--- src/rtl/bc1pi_pkg.sv ---
// ----------------------------------------------------------------------------
// bc1pi_pkg
// Shared types, constants and helper functions for the BC1 palette
// interpolator: rounding modes, pipeline control, endpoint unpacking,
// channel widening and the interpolation arithmetic common to all channels.
// ----------------------------------------------------------------------------
`default_nettype none

package bc1pi_pkg;

	// Field widths of the words on the channels.
	localparam int unsigned RGB565_W  = 16;
	localparam int unsigned RGBA_W    = 32;
	localparam int unsigned CH_W      = 8;
	localparam int unsigned RB_RAW_W  = 5;
	localparam int unsigned G_RAW_W   = 6;
	localparam int unsigned MODE_W    = 2;

	// Intermediate widths of the interpolation numerators.
	localparam int unsigned THIRD_NUM_W = 14;
	localparam int unsigned HALF_NUM_W  = 9;

	// Weights of the rounding rules.
	localparam logic [THIRD_NUM_W-1:0] HWA_NEAR_WT = 14'd43;
	localparam logic [THIRD_NUM_W-1:0] HWA_FAR_WT  = 14'd21;
	localparam logic [THIRD_NUM_W-1:0] HWA_BIAS    = 14'd32;
	localparam logic [19:0]            DIV3_RECIP  = 20'd683;

	localparam logic [CH_W-1:0] ALPHA_OPAQUE = 8'hFF;
	localparam logic [CH_W-1:0] ALPHA_CLEAR  = 8'h00;

	// Rounding rule of the interpolated entries.
	typedef enum logic [MODE_W-1:0] {
		MODE_IDEAL_TRUNC = 2'd0,
		MODE_IDEAL_ROUND = 2'd1,
		MODE_HW_N        = 2'd2,
		MODE_HW_A        = 2'd3
	} interp_mode_t;

	// Stage load enables handed to the channel datapaths.
	typedef struct packed {
		logic en_s2;
		logic en_s3;
	} pipe_ctl_t;

	// Endpoint field extraction.
	function automatic logic [RB_RAW_W-1:0] red_of(logic [RGB565_W-1:0] e);
		return e[15:11];
	endfunction

	function automatic logic [G_RAW_W-1:0] green_of(logic [RGB565_W-1:0] e);
		return e[10:5];
	endfunction

	function automatic logic [RB_RAW_W-1:0] blue_of(logic [RGB565_W-1:0] e);
		return e[4:0];
	endfunction

	// Widening by bit replication.
	function automatic logic [CH_W-1:0] widen5(logic [RB_RAW_W-1:0] v);
		return {v, v[4:2]};
	endfunction

	function automatic logic [CH_W-1:0] widen6(logic [G_RAW_W-1:0] v);
		return {v, v[5:4]};
	endfunction

	function automatic logic [RGBA_W-1:0] pack_rgba(logic [CH_W-1:0] r, logic [CH_W-1:0] g,
			logic [CH_W-1:0] b, logic [CH_W-1:0] a);
		return {a, b, g, r};
	endfunction

	// Numerator of the third point nearer a, on widened channels.
	function automatic logic [THIRD_NUM_W-1:0] third_num(interp_mode_t m,
			logic [CH_W-1:0] a, logic [CH_W-1:0] b);
		logic [THIRD_NUM_W-1:0] a14;
		logic [THIRD_NUM_W-1:0] b14;
		a14 = THIRD_NUM_W'(a);
		b14 = THIRD_NUM_W'(b);
		priority if (m == MODE_HW_A) begin
			return a14 * HWA_NEAR_WT + b14 * HWA_FAR_WT + HWA_BIAS;
		end else if (m == MODE_IDEAL_ROUND) begin
			return (a14 << 1) + b14 + THIRD_NUM_W'(1);
		end else begin
			return (a14 << 1) + b14;
		end
	endfunction

	// Divide a value below 1024 by three through a reciprocal multiply.
	function automatic logic [CH_W-1:0] div3(logic [9:0] n);
		logic [19:0] p;
		p = 20'(n) * DIV3_RECIP;
		return p[18:11];
	endfunction

	// Final value of the third point from its numerator.
	function automatic logic [CH_W-1:0] third_fin(interp_mode_t m,
			logic [THIRD_NUM_W-1:0] num);
		if (m == MODE_HW_A) begin
			return num[13:6];
		end
		return div3(num[9:0]);
	endfunction

	// Numerator of the midpoint on widened channels.
	function automatic logic [HALF_NUM_W-1:0] half_num(interp_mode_t m,
			logic [CH_W-1:0] a, logic [CH_W-1:0] b);
		logic [HALF_NUM_W-1:0] s;
		s = HALF_NUM_W'(a) + HALF_NUM_W'(b);
		if (m == MODE_HW_A) begin
			s = s + HALF_NUM_W'(1);
		end
		return s;
	endfunction

endpackage

`default_nettype wire

--- src/rtl/bc1pi_if.sv ---
// ----------------------------------------------------------------------------
// bc1pi_if
// Valid/ready channels of the palette interpolator: the endpoint word
// going in and the palette word coming out.
// ----------------------------------------------------------------------------
`default_nettype none

interface bc1pi_in_if;
	logic                             valid;
	logic                             ready;
	logic [bc1pi_pkg::RGB565_W-1:0]   endpoint_0;
	logic [bc1pi_pkg::RGB565_W-1:0]   endpoint_1;

	modport source (output valid, output endpoint_0, output endpoint_1, input ready);
	modport sink (input valid, input endpoint_0, input endpoint_1, output ready);
endinterface

interface bc1pi_out_if;
	logic                           valid;
	logic                           ready;
	logic [bc1pi_pkg::RGBA_W-1:0]   palette_0;
	logic [bc1pi_pkg::RGBA_W-1:0]   palette_1;
	logic [bc1pi_pkg::RGBA_W-1:0]   palette_2;
	logic [bc1pi_pkg::RGBA_W-1:0]   palette_3;
	logic                           three_color;

	modport source (output valid, output palette_0, output palette_1, output palette_2,
		output palette_3, output three_color, input ready);
	modport sink (input valid, input palette_0, input palette_1, input palette_2,
		input palette_3, input three_color, output ready);
endinterface

`default_nettype wire

--- src/rtl/bc1pi_rb_interp.sv ---
// ----------------------------------------------------------------------------
// bc1pi_rb_interp
// Interpolated entries 2 and 3 of a 5-bit channel (red or blue). Stage 2
// forms the numerators, stage 3 scales them down and applies the three-color
// select between midpoint and third points.
// ----------------------------------------------------------------------------
`default_nettype none

module bc1pi_rb_interp (
	input  wire logic                              clk,
	input  wire bc1pi_pkg::pipe_ctl_t              ctl,
	input  wire bc1pi_pkg::interp_mode_t           mode,
	input  wire logic [bc1pi_pkg::RB_RAW_W-1:0]    c0,
	input  wire logic [bc1pi_pkg::RB_RAW_W-1:0]    c1,
	input  wire logic                              three,
	output logic [bc1pi_pkg::CH_W-1:0]             e2,
	output logic [bc1pi_pkg::CH_W-1:0]             e3
);
	import bc1pi_pkg::*;

	localparam logic [THIRD_NUM_W-1:0] RAW_THIRD_WT = 14'd22;
	localparam logic [10:0]            RAW_HALF_WT  = 11'd33;

	logic [CH_W-1:0]        a;
	logic [CH_W-1:0]        b;
	logic [6:0]             raw_t0;
	logic [6:0]             raw_t1;
	logic [THIRD_NUM_W-1:0] t0_num;
	logic [THIRD_NUM_W-1:0] t1_num;
	logic [10:0]            h_num;
	logic [THIRD_NUM_W-1:0] t0_num_s2;
	logic [THIRD_NUM_W-1:0] t1_num_s2;
	logic [10:0]            h_num_s2;
	logic [CH_W-1:0]        t0_val;
	logic [CH_W-1:0]        t1_val;
	logic [CH_W-1:0]        h_val;

	// Stage 2 numerators; the raw-value rule works on the unwidened fields.
	always_comb begin
		a      = widen5(c0);
		b      = widen5(c1);
		raw_t0 = 7'({c0, 1'b0}) + 7'(c1);
		raw_t1 = 7'({c1, 1'b0}) + 7'(c0);
		if (mode == MODE_HW_N) begin
			t0_num = THIRD_NUM_W'(raw_t0) * RAW_THIRD_WT;
			t1_num = THIRD_NUM_W'(raw_t1) * RAW_THIRD_WT;
			h_num  = 11'({1'b0, c0} + {1'b0, c1}) * RAW_HALF_WT;
		end else begin
			t0_num = third_num(mode, a, b);
			t1_num = third_num(mode, b, a);
			h_num  = 11'(half_num(mode, a, b));
		end
	end

	always_ff @(posedge clk) begin
		if (ctl.en_s2) begin
			t0_num_s2 <= t0_num;
			t1_num_s2 <= t1_num;
			h_num_s2  <= h_num;
		end
	end

	// Stage 3 scaling of the numerators.
	always_comb begin
		if (mode == MODE_HW_N) begin
			t0_val = t0_num_s2[10:3];
			t1_val = t1_num_s2[10:3];
			h_val  = h_num_s2[10:3];
		end else begin
			t0_val = third_fin(mode, t0_num_s2);
			t1_val = third_fin(mode, t1_num_s2);
			h_val  = h_num_s2[8:1];
		end
	end

	always_ff @(posedge clk) begin
		if (ctl.en_s3) begin
			e2 <= three ? h_val : t0_val;
			e3 <= three ? ALPHA_CLEAR : t1_val;
		end
	end

endmodule

`default_nettype wire

--- src/rtl/bc1pi_g_interp.sv ---
// ----------------------------------------------------------------------------
// bc1pi_g_interp
// Interpolated entries 2 and 3 of the 6-bit green channel. The hardware
// rule of mode two uses a signed weighted sum of the endpoint difference,
// clamped at zero; the other modes share the common arithmetic.
// ----------------------------------------------------------------------------
`default_nettype none

module bc1pi_g_interp (
	input  wire logic                             clk,
	input  wire bc1pi_pkg::pipe_ctl_t             ctl,
	input  wire bc1pi_pkg::interp_mode_t          mode,
	input  wire logic [bc1pi_pkg::G_RAW_W-1:0]    c0,
	input  wire logic [bc1pi_pkg::G_RAW_W-1:0]    c1,
	input  wire logic                             three,
	output logic [bc1pi_pkg::CH_W-1:0]            e2,
	output logic [bc1pi_pkg::CH_W-1:0]            e3
);
	import bc1pi_pkg::*;

	localparam logic [CH_W-1:0] THIRD_WT = 8'd80;
	localparam logic [CH_W-1:0] HALF_WT  = 8'd128;

	logic [CH_W-1:0]        a;
	logic [CH_W-1:0]        b;
	logic signed [17:0]     t0_num;
	logic signed [17:0]     t1_num;
	logic signed [17:0]     h_num;
	logic signed [17:0]     t0_num_s2;
	logic signed [17:0]     t1_num_s2;
	logic signed [17:0]     h_num_s2;
	logic [CH_W-1:0]        t0_val;
	logic [CH_W-1:0]        t1_val;
	logic [CH_W-1:0]        h_val;

	// Weighted sum 256a + d/4 + 128 + w*d with d = b - a; d/4 truncates
	// toward zero.
	function automatic logic signed [17:0] hw_sum(logic [CH_W-1:0] pa, logic [CH_W-1:0] pb,
			logic [CH_W-1:0] w);
		logic signed [17:0] sa;
		logic signed [17:0] sd;
		logic signed [17:0] dq;
		sa = $signed({10'd0, pa});
		sd = $signed({10'd0, pb}) - sa;
		dq = (sd + (sd[17] ? 18'sd3 : 18'sd0)) >>> 2;
		return (sa <<< 8) + dq + 18'sd128 + sd * $signed({10'd0, w});
	endfunction

	// Clamp the hardware sum at zero and keep bits 15:8.
	function automatic logic [CH_W-1:0] hw_fin(logic signed [17:0] s);
		if (s[17]) begin
			return ALPHA_CLEAR;
		end
		return s[15:8];
	endfunction

	// Stage 2 numerators.
	always_comb begin
		a = widen6(c0);
		b = widen6(c1);
		if (mode == MODE_HW_N) begin
			t0_num = hw_sum(a, b, THIRD_WT);
			t1_num = hw_sum(b, a, THIRD_WT);
			h_num  = hw_sum(a, b, HALF_WT);
		end else begin
			t0_num = $signed(18'(third_num(mode, a, b)));
			t1_num = $signed(18'(third_num(mode, b, a)));
			h_num  = $signed(18'(half_num(mode, a, b)));
		end
	end

	always_ff @(posedge clk) begin
		if (ctl.en_s2) begin
			t0_num_s2 <= t0_num;
			t1_num_s2 <= t1_num;
			h_num_s2  <= h_num;
		end
	end

	// Stage 3 scaling of the numerators.
	always_comb begin
		if (mode == MODE_HW_N) begin
			t0_val = hw_fin(t0_num_s2);
			t1_val = hw_fin(t1_num_s2);
			h_val  = hw_fin(h_num_s2);
		end else begin
			t0_val = third_fin(mode, t0_num_s2[13:0]);
			t1_val = third_fin(mode, t1_num_s2[13:0]);
			h_val  = h_num_s2[8:1];
		end
	end

	always_ff @(posedge clk) begin
		if (ctl.en_s3) begin
			e2 <= three ? h_val : t0_val;
			e3 <= three ? ALPHA_CLEAR : t1_val;
		end
	end

endmodule

`default_nettype wire

--- src/rtl/bc1_palette_interpolator_unit.sv ---
// ----------------------------------------------------------------------------
// bc1_palette_interpolator_unit
// Decodes a BC1 color block's two RGB565 endpoints into its four-entry
// RGBA8888 palette and the three-color flag.
// ----------------------------------------------------------------------------
// Usage:
// An endpoint word enters on the endpoints channel when valid and ready are
// both high; the palette word leaves on the palette channel under the same
// rule. The datapath is a three-stage pipeline: stage 1 registers the
// endpoints and the three-color compare, stage 2 registers the weighted
// numerators, stage 3 registers the scaled and selected entries, which are
// the output register. A word accepted into stage 1 passes through stages 2
// and 3 and is offered on the palette channel from the output register, and
// one word is accepted in every cycle while the receiver keeps up.
// When the receiver holds ready low, the stages stay full and a bubble in
// front of a full stage still closes up; endpoints.ready drops only once
// every stage holds a word. Reset empties the pipeline and sets the rounding
// mode to ideal truncating. The mode register is written through cfg_we and
// cfg_wdata and must only change while no word is in the pipeline.
// ----------------------------------------------------------------------------
`default_nettype none

module bc1_palette_interpolator_unit (
	input  wire logic                             clk,
	input  wire logic                             arst_n,
	input  wire logic                             cfg_we,
	input  wire logic [bc1pi_pkg::MODE_W-1:0]     cfg_wdata,
	bc1pi_in_if.sink                              endpoints,
	bc1pi_out_if.source                           palette
);
	import bc1pi_pkg::*;

	interp_mode_t           mode_q;
	pipe_ctl_t              ctl;
	logic                   en_s1;
	logic                   valid_s1;
	logic                   valid_s2;
	logic                   valid_s3;
	logic [RGB565_W-1:0]    e0_s1;
	logic [RGB565_W-1:0]    e1_s1;
	logic                   three_s1;
	logic [RGB565_W-1:0]    e0_s2;
	logic [RGB565_W-1:0]    e1_s2;
	logic                   three_s2;
	logic [RGB565_W-1:0]    e0_s3;
	logic [RGB565_W-1:0]    e1_s3;
	logic                   three_s3;
	logic [CH_W-1:0]        r_e2;
	logic [CH_W-1:0]        r_e3;
	logic [CH_W-1:0]        g_e2;
	logic [CH_W-1:0]        g_e3;
	logic [CH_W-1:0]        b_e2;
	logic [CH_W-1:0]        b_e3;

	// Mode register.
	always_ff @(posedge clk or negedge arst_n) begin
		if (!arst_n) begin
			mode_q <= MODE_IDEAL_TRUNC;
		end else if (cfg_we) begin
			mode_q <= interp_mode_t'(cfg_wdata);
		end
	end

	// Stage enables: a stage loads when it is empty or its word moves on.
	always_comb begin
		ctl.en_s3 = !valid_s3 || palette.ready;
		ctl.en_s2 = !valid_s2 || ctl.en_s3;
		en_s1     = !valid_s1 || ctl.en_s2;
	end

	assign endpoints.ready = en_s1;

	// Valid bits of the three stages.
	always_ff @(posedge clk or negedge arst_n) begin
		if (!arst_n) begin
			valid_s1 <= 1'b0;
			valid_s2 <= 1'b0;
			valid_s3 <= 1'b0;
		end else begin
			if (en_s1) begin
				valid_s1 <= endpoints.valid;
			end
			if (ctl.en_s2) begin
				valid_s2 <= valid_s1;
			end
			if (ctl.en_s3) begin
				valid_s3 <= valid_s2;
			end
		end
	end

	// Endpoint words and mode flag travelling with the datapath.
	always_ff @(posedge clk) begin
		if (en_s1) begin
			e0_s1    <= endpoints.endpoint_0;
			e1_s1    <= endpoints.endpoint_1;
			three_s1 <= (endpoints.endpoint_1 >= endpoints.endpoint_0);
		end
		if (ctl.en_s2) begin
			e0_s2    <= e0_s1;
			e1_s2    <= e1_s1;
			three_s2 <= three_s1;
		end
		if (ctl.en_s3) begin
			e0_s3    <= e0_s2;
			e1_s3    <= e1_s2;
			three_s3 <= three_s2;
		end
	end

	// Channel datapaths for the interpolated entries.
	bc1pi_rb_interp u_red (
		.clk   (clk),
		.ctl   (ctl),
		.mode  (mode_q),
		.c0    (red_of(e0_s1)),
		.c1    (red_of(e1_s1)),
		.three (three_s2),
		.e2    (r_e2),
		.e3    (r_e3)
	);

	bc1pi_g_interp u_green (
		.clk   (clk),
		.ctl   (ctl),
		.mode  (mode_q),
		.c0    (green_of(e0_s1)),
		.c1    (green_of(e1_s1)),
		.three (three_s2),
		.e2    (g_e2),
		.e3    (g_e3)
	);

	bc1pi_rb_interp u_blue (
		.clk   (clk),
		.ctl   (ctl),
		.mode  (mode_q),
		.c0    (blue_of(e0_s1)),
		.c1    (blue_of(e1_s1)),
		.three (three_s2),
		.e2    (b_e2),
		.e3    (b_e3)
	);

	// Output word packing.
	assign palette.valid       = valid_s3;
	assign palette.three_color = three_s3;
	assign palette.palette_0   = pack_rgba(widen5(red_of(e0_s3)), widen6(green_of(e0_s3)),
		widen5(blue_of(e0_s3)), ALPHA_OPAQUE);
	assign palette.palette_1   = pack_rgba(widen5(red_of(e1_s3)), widen6(green_of(e1_s3)),
		widen5(blue_of(e1_s3)), ALPHA_OPAQUE);
	assign palette.palette_2   = pack_rgba(r_e2, g_e2, b_e2, ALPHA_OPAQUE);
	assign palette.palette_3   = pack_rgba(r_e3, g_e3, b_e3,
		three_s3 ? ALPHA_CLEAR : ALPHA_OPAQUE);

`ifndef SYNTHESIS
	// In three-color mode entry 3 is transparent black.
	a_three_clear: assert property (@(posedge clk) disable iff (!arst_n)
		palette.valid && palette.three_color |-> palette.palette_3 == '0)
		else $error("entry 3 not transparent black in three-color mode");

	// In four-color mode both interpolated entries are opaque; entries 0 and 1 always are.
	a_four_opaque: assert property (@(posedge clk) disable iff (!arst_n)
		palette.valid && !palette.three_color |-> palette.palette_3[31:24] == ALPHA_OPAQUE
		&& palette.palette_2[31:24] == ALPHA_OPAQUE)
		else $error("interpolated entry not opaque in four-color mode");

	// A word held in stage 2 by a full output stage stays put.
	a_s2_hold: assert property (@(posedge clk) disable iff (!arst_n)
		valid_s2 && !ctl.en_s3 |=> valid_s2 && $stable(e0_s2) && $stable(e1_s2))
		else $error("stage 2 word changed while stalled");
`endif

endmodule

`default_nettype wire

--- src/flat_wrapper.sv ---
// flat-port wrapper written by rule: the top's interface ports become plain ports
module bc1_palette_interpolator_unit_flat import bc1pi_pkg::*;
  (clk, arst_n, cfg_we, cfg_wdata, endpoints_valid, endpoints_endpoint_0, endpoints_endpoint_1, endpoints_ready, palette_valid, palette_palette_0, palette_palette_1, palette_palette_2, palette_palette_3, palette_three_color, palette_ready);
  bc1pi_in_if endpoints_i ();
  bc1pi_out_if palette_i ();
  input  wire logic clk;
  input  wire logic arst_n;
  input  wire logic cfg_we;
  input  wire logic [bc1pi_pkg::MODE_W-1:0] cfg_wdata;
  input wire logic [$bits(endpoints_i.valid)-1:0] endpoints_valid;
  input wire logic [$bits(endpoints_i.endpoint_0)-1:0] endpoints_endpoint_0;
  input wire logic [$bits(endpoints_i.endpoint_1)-1:0] endpoints_endpoint_1;
  output wire logic [$bits(endpoints_i.ready)-1:0] endpoints_ready;
  output wire logic [$bits(palette_i.valid)-1:0] palette_valid;
  output wire logic [$bits(palette_i.palette_0)-1:0] palette_palette_0;
  output wire logic [$bits(palette_i.palette_1)-1:0] palette_palette_1;
  output wire logic [$bits(palette_i.palette_2)-1:0] palette_palette_2;
  output wire logic [$bits(palette_i.palette_3)-1:0] palette_palette_3;
  output wire logic [$bits(palette_i.three_color)-1:0] palette_three_color;
  input wire logic [$bits(palette_i.ready)-1:0] palette_ready;
  assign endpoints_i.valid = endpoints_valid;
  assign endpoints_i.endpoint_0 = endpoints_endpoint_0;
  assign endpoints_i.endpoint_1 = endpoints_endpoint_1;
  assign endpoints_ready = endpoints_i.ready;
  assign palette_valid = palette_i.valid;
  assign palette_palette_0 = palette_i.palette_0;
  assign palette_palette_1 = palette_i.palette_1;
  assign palette_palette_2 = palette_i.palette_2;
  assign palette_palette_3 = palette_i.palette_3;
  assign palette_three_color = palette_i.three_color;
  assign palette_i.ready = palette_ready;
  bc1_palette_interpolator_unit u_core (.clk(clk), .arst_n(arst_n), .cfg_we(cfg_we), .cfg_wdata(cfg_wdata), .endpoints(endpoints_i), .palette(palette_i));
endmodule
--- config.mk ---
export PLATFORM = sky130hd
export DESIGN_NAME = bc1_palette_interpolator_unit_flat
export DESIGN_NICKNAME = d
export VERILOG_FILES = /design/src/rtl/bc1pi_pkg.sv /design/src/rtl/bc1pi_if.sv /design/src/rtl/bc1pi_rb_interp.sv /design/src/rtl/bc1pi_g_interp.sv /design/src/rtl/bc1_palette_interpolator_unit.sv /design/src/flat_wrapper.sv
export SDC_FILE = /design/constraint.sdc
export NUM_CORES = 2
export LEC_CHECK = 0
export BUFFER_PORTS_ARGS = -buffer_cell sky130_fd_sc_hd__buf_2
export CORE_ASPECT_RATIO = 1.5
export CORE_MARGIN = 2
export CORE_UTILIZATION = 45
export CTS_BUF_LIST = sky130_fd_sc_hd__clkbuf_4
export DETAILED_ROUTE_END_ITERATION = 7
export PLACE_DENSITY = 0.71
export SYNTH_ARGS = -nofsm -noshare
export SYNTH_HDL_FRONTEND = slang
export SYNTH_SLANG_ARGS = --single-unit
--- constraint.sdc ---
create_clock -name clk -period 6.7 [get_ports clk]
set_input_delay 1.005 -clock clk [delete_from_list [all_inputs] [get_ports clk]]
set_output_delay 1.005 -clock clk [all_outputs]
set_load 0.005 [all_outputs]
* Yosys cells after proc, flatten, opt, wreduce, memory -nomap -nowiden
Index checks and enable logic that the tools add are counted.
** Word-level totals
- Register bits after elaboration :: 284
- Input port bits :: 39
- Output and inout port bits :: 131
- Word-level logic and storage cells :: 185
** Cells by class
- $add $sub $neg :: 47
- $mul :: 26
- Order comparisons :: 1
- Equal/unequal tests :: 3
- Muxes and demuxes :: 65
- Reduce and logical (&&, ||, !) cells :: 6
** Operators with widths (count)
- $mux 8 :: 31
- $mux 14 :: 14
- $mul 10x10->19 const B :: 6
- $add 14x1->14 const B :: 6
- $add 14x13->14 :: 6
- $add 14x6->14 const B :: 6
- $mul 8x6->14 const B :: 6
- $mul 8x5->13 const B :: 6
- $add 9x8->10 :: 6
- $mux 9 :: 6
- $mux 12 :: 4
- $mul 7x4->11 const B :: 4
- $add 17x8->18 :: 2
- $add 18x17->18 :: 2
- $add 18x9->18 const B :: 2
- $add 6x5->7 :: 4
- $add 8x8->9 :: 3
- $add 9x1->9 const B :: 3
- $mul 9x4->13 const B :: 2
- $mul 6x6->11 const B :: 2
- $add 9x3->10 :: 2
- $add 18x16->18 :: 1
- $sub 8x8->9 :: 2
- $ge 16x16->1 :: 1
- 7 further kinds :: 21

* Depth between registers and ports, before layout
- Word-level depth :: 7
- Depth in mapped cells :: 32

* Hierarchy
Synthesis repeated with hierarchy kept, for this count alone.
** Unflattened totals
- Cells, all modules :: 4258
- Area total of the unflattened synthesis :: 42235.5 µm²
** Modules (own cells, without submodules)
- bc1pi_g_interp :: times used 1, cells an instance 1610, area each 14736.6 µm², sequential area each 1981.9 µm²
- bc1pi_rb_interp (u_core.u_blue) :: times used 1, cells an instance 1240, area each 11918.9 µm², sequential area each 1621.6 µm²
- bc1pi_rb_interp (u_core.u_red) :: times used 1, cells an instance 1192, area each 11663.7 µm², sequential area each 1621.6 µm²
- bc1_palette_interpolator_unit :: times used 1, cells an instance 216, area each 3916.3 µm², sequential area each 3098.0 µm²

* Worst setup path after synthesis
OpenSTA, ideal clock, no wires.
- Kind :: register -> register
- Start :: register u_core.e1_s1[10]
- End :: register u_core.u_green.t1_num_s2[17] (data pin)
- Setup time :: 0.266 ns
- Arrival time :: 6.870 ns
- Data required time :: 6.434 ns
- Slack :: -0.436 ns
- Cell stages (with the launch flop) :: 27
- Buffers on the path :: 1
- Period minus slack after synthesis :: 7.136 ns
- Path through :: edfxtp_1 -> inv_1 -> fa_1 -> a21oi_1 -> nor2_1 -> nor2_1 -> o21bai_1 -> a21oi_1 -> o21bai_1 -> a21oi_1 -> ha_1 -> a31oi_1 -> nor2_1 -> and3_1 -> clkbuf_1 -> nand4_1 -> xor2_1 -> fa_1 -> inv_1 -> ha_1 -> a21oi_1 -> o21bai_1 -> a2111oi_0 -> o41a_1 -> o21ai_0 -> xor2_1 -> nor2_1
** Between the ends
- Longest elaborated chain between the ends :: 6
- Elaborated cells on any way between the ends :: 7
- Classes of those cells :: 5 x add/sub; 1 x mul; 1 x mux
** RTL lines
- from (decl) :: line bc1_palette_interpolator_unit.sv:40 : logic [RGB565_W-1:0] e1_s1;
- from (signal assigned) :: line bc1_palette_interpolator_unit.sv:96 : e1_s1 <= endpoints.endpoint_1;
- $sub 8x8->9 :: line bc1pi_g_interp.sv:44 : sd = $signed({10'd0, pb}) - sa;
- $mux 2 :: line bc1pi_g_interp.sv:45 : dq = (sd + (sd[17] ? 18'sd3 : 18'sd0)) >>> 2;
- $add 9x3->10 :: line bc1pi_g_interp.sv:45
- $add 17x8->18 :: line bc1pi_g_interp.sv:46 : return (sa <<< 8) + dq + 18'sd128 + sd * $signed({10'd0, w});
- $add 18x9->18 :: line bc1pi_g_interp.sv:46
- $add 18x17->18 * :: line bc1pi_g_interp.sv:46
- to (signal assigned) :: line bc1pi_g_interp.sv:75 : t1_num_s2 <= t1_num;
- to (decl) :: line bc1pi_g_interp.sv:30 : logic signed [17:0] t1_num_s2;
Mark *: on every way between the ends. The rest lies on a longest branch, timed or not.
A chain may end at the register's enable or synchronous reset.

* Final worst setup path
- Start :: register u_core.e1_s1[9]
- End :: register u_core.u_green.h_num_s2[17] (data pin)
** Between the ends
- Longest elaborated chain between the ends :: 6
** RTL lines
- $sub 8x8->9 * :: line bc1pi_g_interp.sv:44
- $mux 2 :: line bc1pi_g_interp.sv:45
- $add 9x3->10 :: line bc1pi_g_interp.sv:45
- $add 17x8->18 :: line bc1pi_g_interp.sv:46
- $add 18x9->18 :: line bc1pi_g_interp.sv:46
- $add 18x16->18 * :: line bc1pi_g_interp.sv:46
- to (signal assigned) :: line bc1pi_g_interp.sv:76 : h_num_s2 <= h_num;
- to (decl) :: line bc1pi_g_interp.sv:31 : logic signed [17:0] h_num_s2;
Marks and branches as above.

==> summary.txt <==
Status
  • Outcome: complete, no violations

Placed design
  • Placer Congestion: 0.9497
  • Cell Count Post-Placement: 5467
  • I/O Buffers: 145
  • Post-DP Area: 43560 µm²
  • HPWL after DPL: 85570 µm

STA
  • Tightest Pin Transition: 0.9452 ns
  • Setup TNS: 0 ns
  • Max Slew Vio Count: 0
  • Slew margin rel.: 0.3699
  • Final min period: ~6.4 ns
  • Tcrit/Tclk final: 0.9498
  • Peak Freq: 0.1571 GHz
  • Setup violators final: 0
  • Clk_skew: 0.05840 ns
  • Final Hold Viols: 0

Final layout
  • Layout Nets: 5620
  • Layout cells sized above 1: 0.09097
  • Commonest non-fill, non-tap cell in the layout: ha_1
  • Most frequent cells in the layout: ha_1 (846), inv_1 (757), fa_1 (358)
  • Post-route cell area: approximately 45000 µm²
  • Area grow syn2layout: 7.822%
  • Non-Filler Instances: 5606

Clock network
  • Clk buf depth: 3
  • Number of buffers created by CTS: 73
  • CTS H-tree depth: 3
  • Root Buffer: clkbuf_4
  • Clock Sinks: 278
  • Worst skew pair latency: 0.92 ns
  • Clock Pin Slew Worst Setup and Hold Paths: 0.07 ns
  • CTS tree: built

Drt
  • Wire per inst: ~19 µm
  • Starting DRT DRC Count: 1365
  • Post-route antenna net violation count: 0
  • WL final: 104800 µm
  • Routed via count: a little over 30000
  • DR pass1 iterations: 5
  • Routed vias/inst: 5.441
  • Drc violations: 0

Logic synthesis
  • Syn Area/Cell: 9.876 µm²
  • Synth cell types: 80
  • Post-synthesis async set-or-reset flop share: 0.01799
  • Post-synthesis sequential area ratio: 0.2007
  • Yosys warns: 0
  • Yosys reg bits: 278
  • Cells after synthesis: 4200
  • EDFF count, synth: 273
  • Cell Area, Synth: just over 40000 µm²
  • Top FF cell, synth: edfxtp_1

Worst setup path
  • Startpoint Class: flop
  • Crit-path max FO: 9
  • Worst EP arrival: 6.98 ns
  • Critical path buffer and inverter count: 6
  • CP top delay family: compound AO/OA/AOI/OAI gates
  • Critical R2R Launch: u_core.e1_s1[9]
  • CP startpoint: u_core.e1_s1[9]
  • WP data required: 7.31 ns
  • Crit-path max cell delay: 0.44 ns
  • Slowest cell on the critical path: fa_1
  • Worst setup EP type: flop
  • Critical path type: flop to flop

Floorplan
  • Core box area: 91550 µm²
  • I/O pins: 170
  • Starting Density: 0.4531
  • Die Area: 94670 µm²
  • Die Wd: 251.9 µm
  • # rows: ~140
  • Die H: 375.8 µm

Global routing
  • Global Route Usage Sum: 0.2250
  • Vias in the first global route: 31916
  • Initial antenna violation count: 2
  • Congestion Overflow GR: 0
  • Largest net degree at the start of global routing: 77
  • First-pass GRT wire length: 166600 µm

Run
  • Max Cap Violations: 0

Hold path
  • HP Class: primary input to flop
  • Min-delay src: endpoints_endpoint_1[14]
worst register-to-register path: cells and delay by family (launching register included):
family                   cells  cell delay [ns]
buffers and inverters        6             0.65
XOR/XNOR                     3             0.63
AND/OR/NAND/NOR              6             1.23
flip-flops                   1             0.40
adder cells (fa/ha/maj)      5             1.55
AO/OA/AOI/OAI                9             1.65
registers in the layout, summed over array words and instances, names as in the netlist, 2 cells and up:
| signal | count |
|---|---|
| u_core.u_green.t0_num_s2 | 17 |
| u_core.u_green.t1_num_s2 | 17 |
| u_core.e0_s1 | 16 |
| u_core.e0_s2 | 16 |
| u_core.e0_s3 | 16 |
| u_core.e1_s1 | 16 |
| u_core.e1_s2 | 16 |
| u_core.e1_s3 | 16 |
| u_core.u_green.h_num_s2 | 16 |
| u_core.u_blue.t0_num_s2 | 14 |
| u_core.u_blue.t1_num_s2 | 14 |
| u_core.u_red.t0_num_s2 | 14 |
| u_core.u_red.t1_num_s2 | 14 |
| u_core.u_blue.h_num_s2 | 10 |
| u_core.u_red.h_num_s2 | 10 |
| u_core.u_blue.e2 | 8 |
| u_core.u_blue.e3 | 8 |
| u_core.u_green.e2 | 8 |
| u_core.u_green.e3 | 8 |
| u_core.u_red.e2 | 8 |
| u_core.u_red.e3 | 8 |
| u_core.mode_q | 2 |
layer usage:
| metal | vias up | routed length (µm) | global-route usage |
|---|---|---|---|
| met1 | 14830 | 42290 | 0.2656 |
| met3 | 253 | 4232 | 0.02569 |
| li1 | 14709 | - | - |
| met4 | 0 | 5279 | 0.1141 |
| met5 | - | 0 | 0 |
| met2 | 710 | 52960 | 0.4018 |
path summary, 6_finish.rpt:
| path | endpoint | slack (ns) | cells past startpoint |
|---|---|---|---|
| min | u_core.e1_s1[14] | 0.29 | 1 |
| min reg2reg | u_core.e1_s3[2] | 0.41 | 0 |
| max | u_core.u_green.h_num_s2[17] | 0.34 | 29 |
| max reg2reg | u_core.u_green.h_num_s2[17] | 0.34 | 29 |
| max in group asynchronous | u_core.valid_s2 | 5.94 | 2 |
| min in group asynchronous | u_core.mode_q[1] | 0.49 | 2 |
what timing repair did:
action / 4_1_cts / 5_1_grt
pin swaps: 0 / 4
setup buffers: 0 / 5
hold buffers: 1 / 0
resized for setup: 1 / 20
endpoints found under the setup margin: 1 / 7
endpoints found under the hold margin: 5 / 0
cell families after synthesis:
group                    synth area share
adder cells (fa/ha/maj)            0.4286
buffers and inverters             0.08652
AO/OA/AOI/OAI                      0.1185
AND/OR/NAND/NOR                   0.07300
XOR/XNOR                          0.07834
flip-flops                         0.2007
multiplexers                      0.01433
other                          0.00009041
Yosys cell counts, types with 38 or more instances:
library cell,number,share of area
ha_1,848,0.26
inv_1,762,0.069
fa_1,358,0.17
edfxtp_1,273,0.20
xnor2_1,243,0.051
a21oi_1,232,0.028
nand2_1,191,0.017
nor2_1,172,0.016
o21ai_0,133,0.016
xor2_1,121,0.026
a21o_1,84,0.015
clkbuf_1,66,0.0060
buf_4,48,0.0087
nor3_1,46,0.0056
o21bai_1,46,0.0083
nand3_1,45,0.0054
a211oi_1,39,0.0071
mux2i_1,38,0.0092
layout make-up:
cell class	count	area (µm²)
fillers	8452	46830
multi-input cells	3042	29760
flip-flops and latches	278	8330
inverters	763	2868
well taps	1173	1468
repair buffers	217	1269
clock buffers	93	698.2
clock inverters	37	316.6
diodes	3	7.507
stage by stage:
step | hold WS (ns) | util | setup WS (ns)
global route | 0.2553 | 0.4885 | -0.07660
floorplan | 0.4003 | - | 0.0006999
global placement | 0.4012 | 0.4759 | 0.06302
CTS | 0.1873 | 0.4871 | 0.004002
detailed placement | 0.4054 | 0.4759 | -0.04648
finish | 0.2927 | 0.4885 | 0.3362
Power is left out: the tool's default activity adds up to more than one toggle a clock period on the data nets, which glitch-free logic cannot reach.
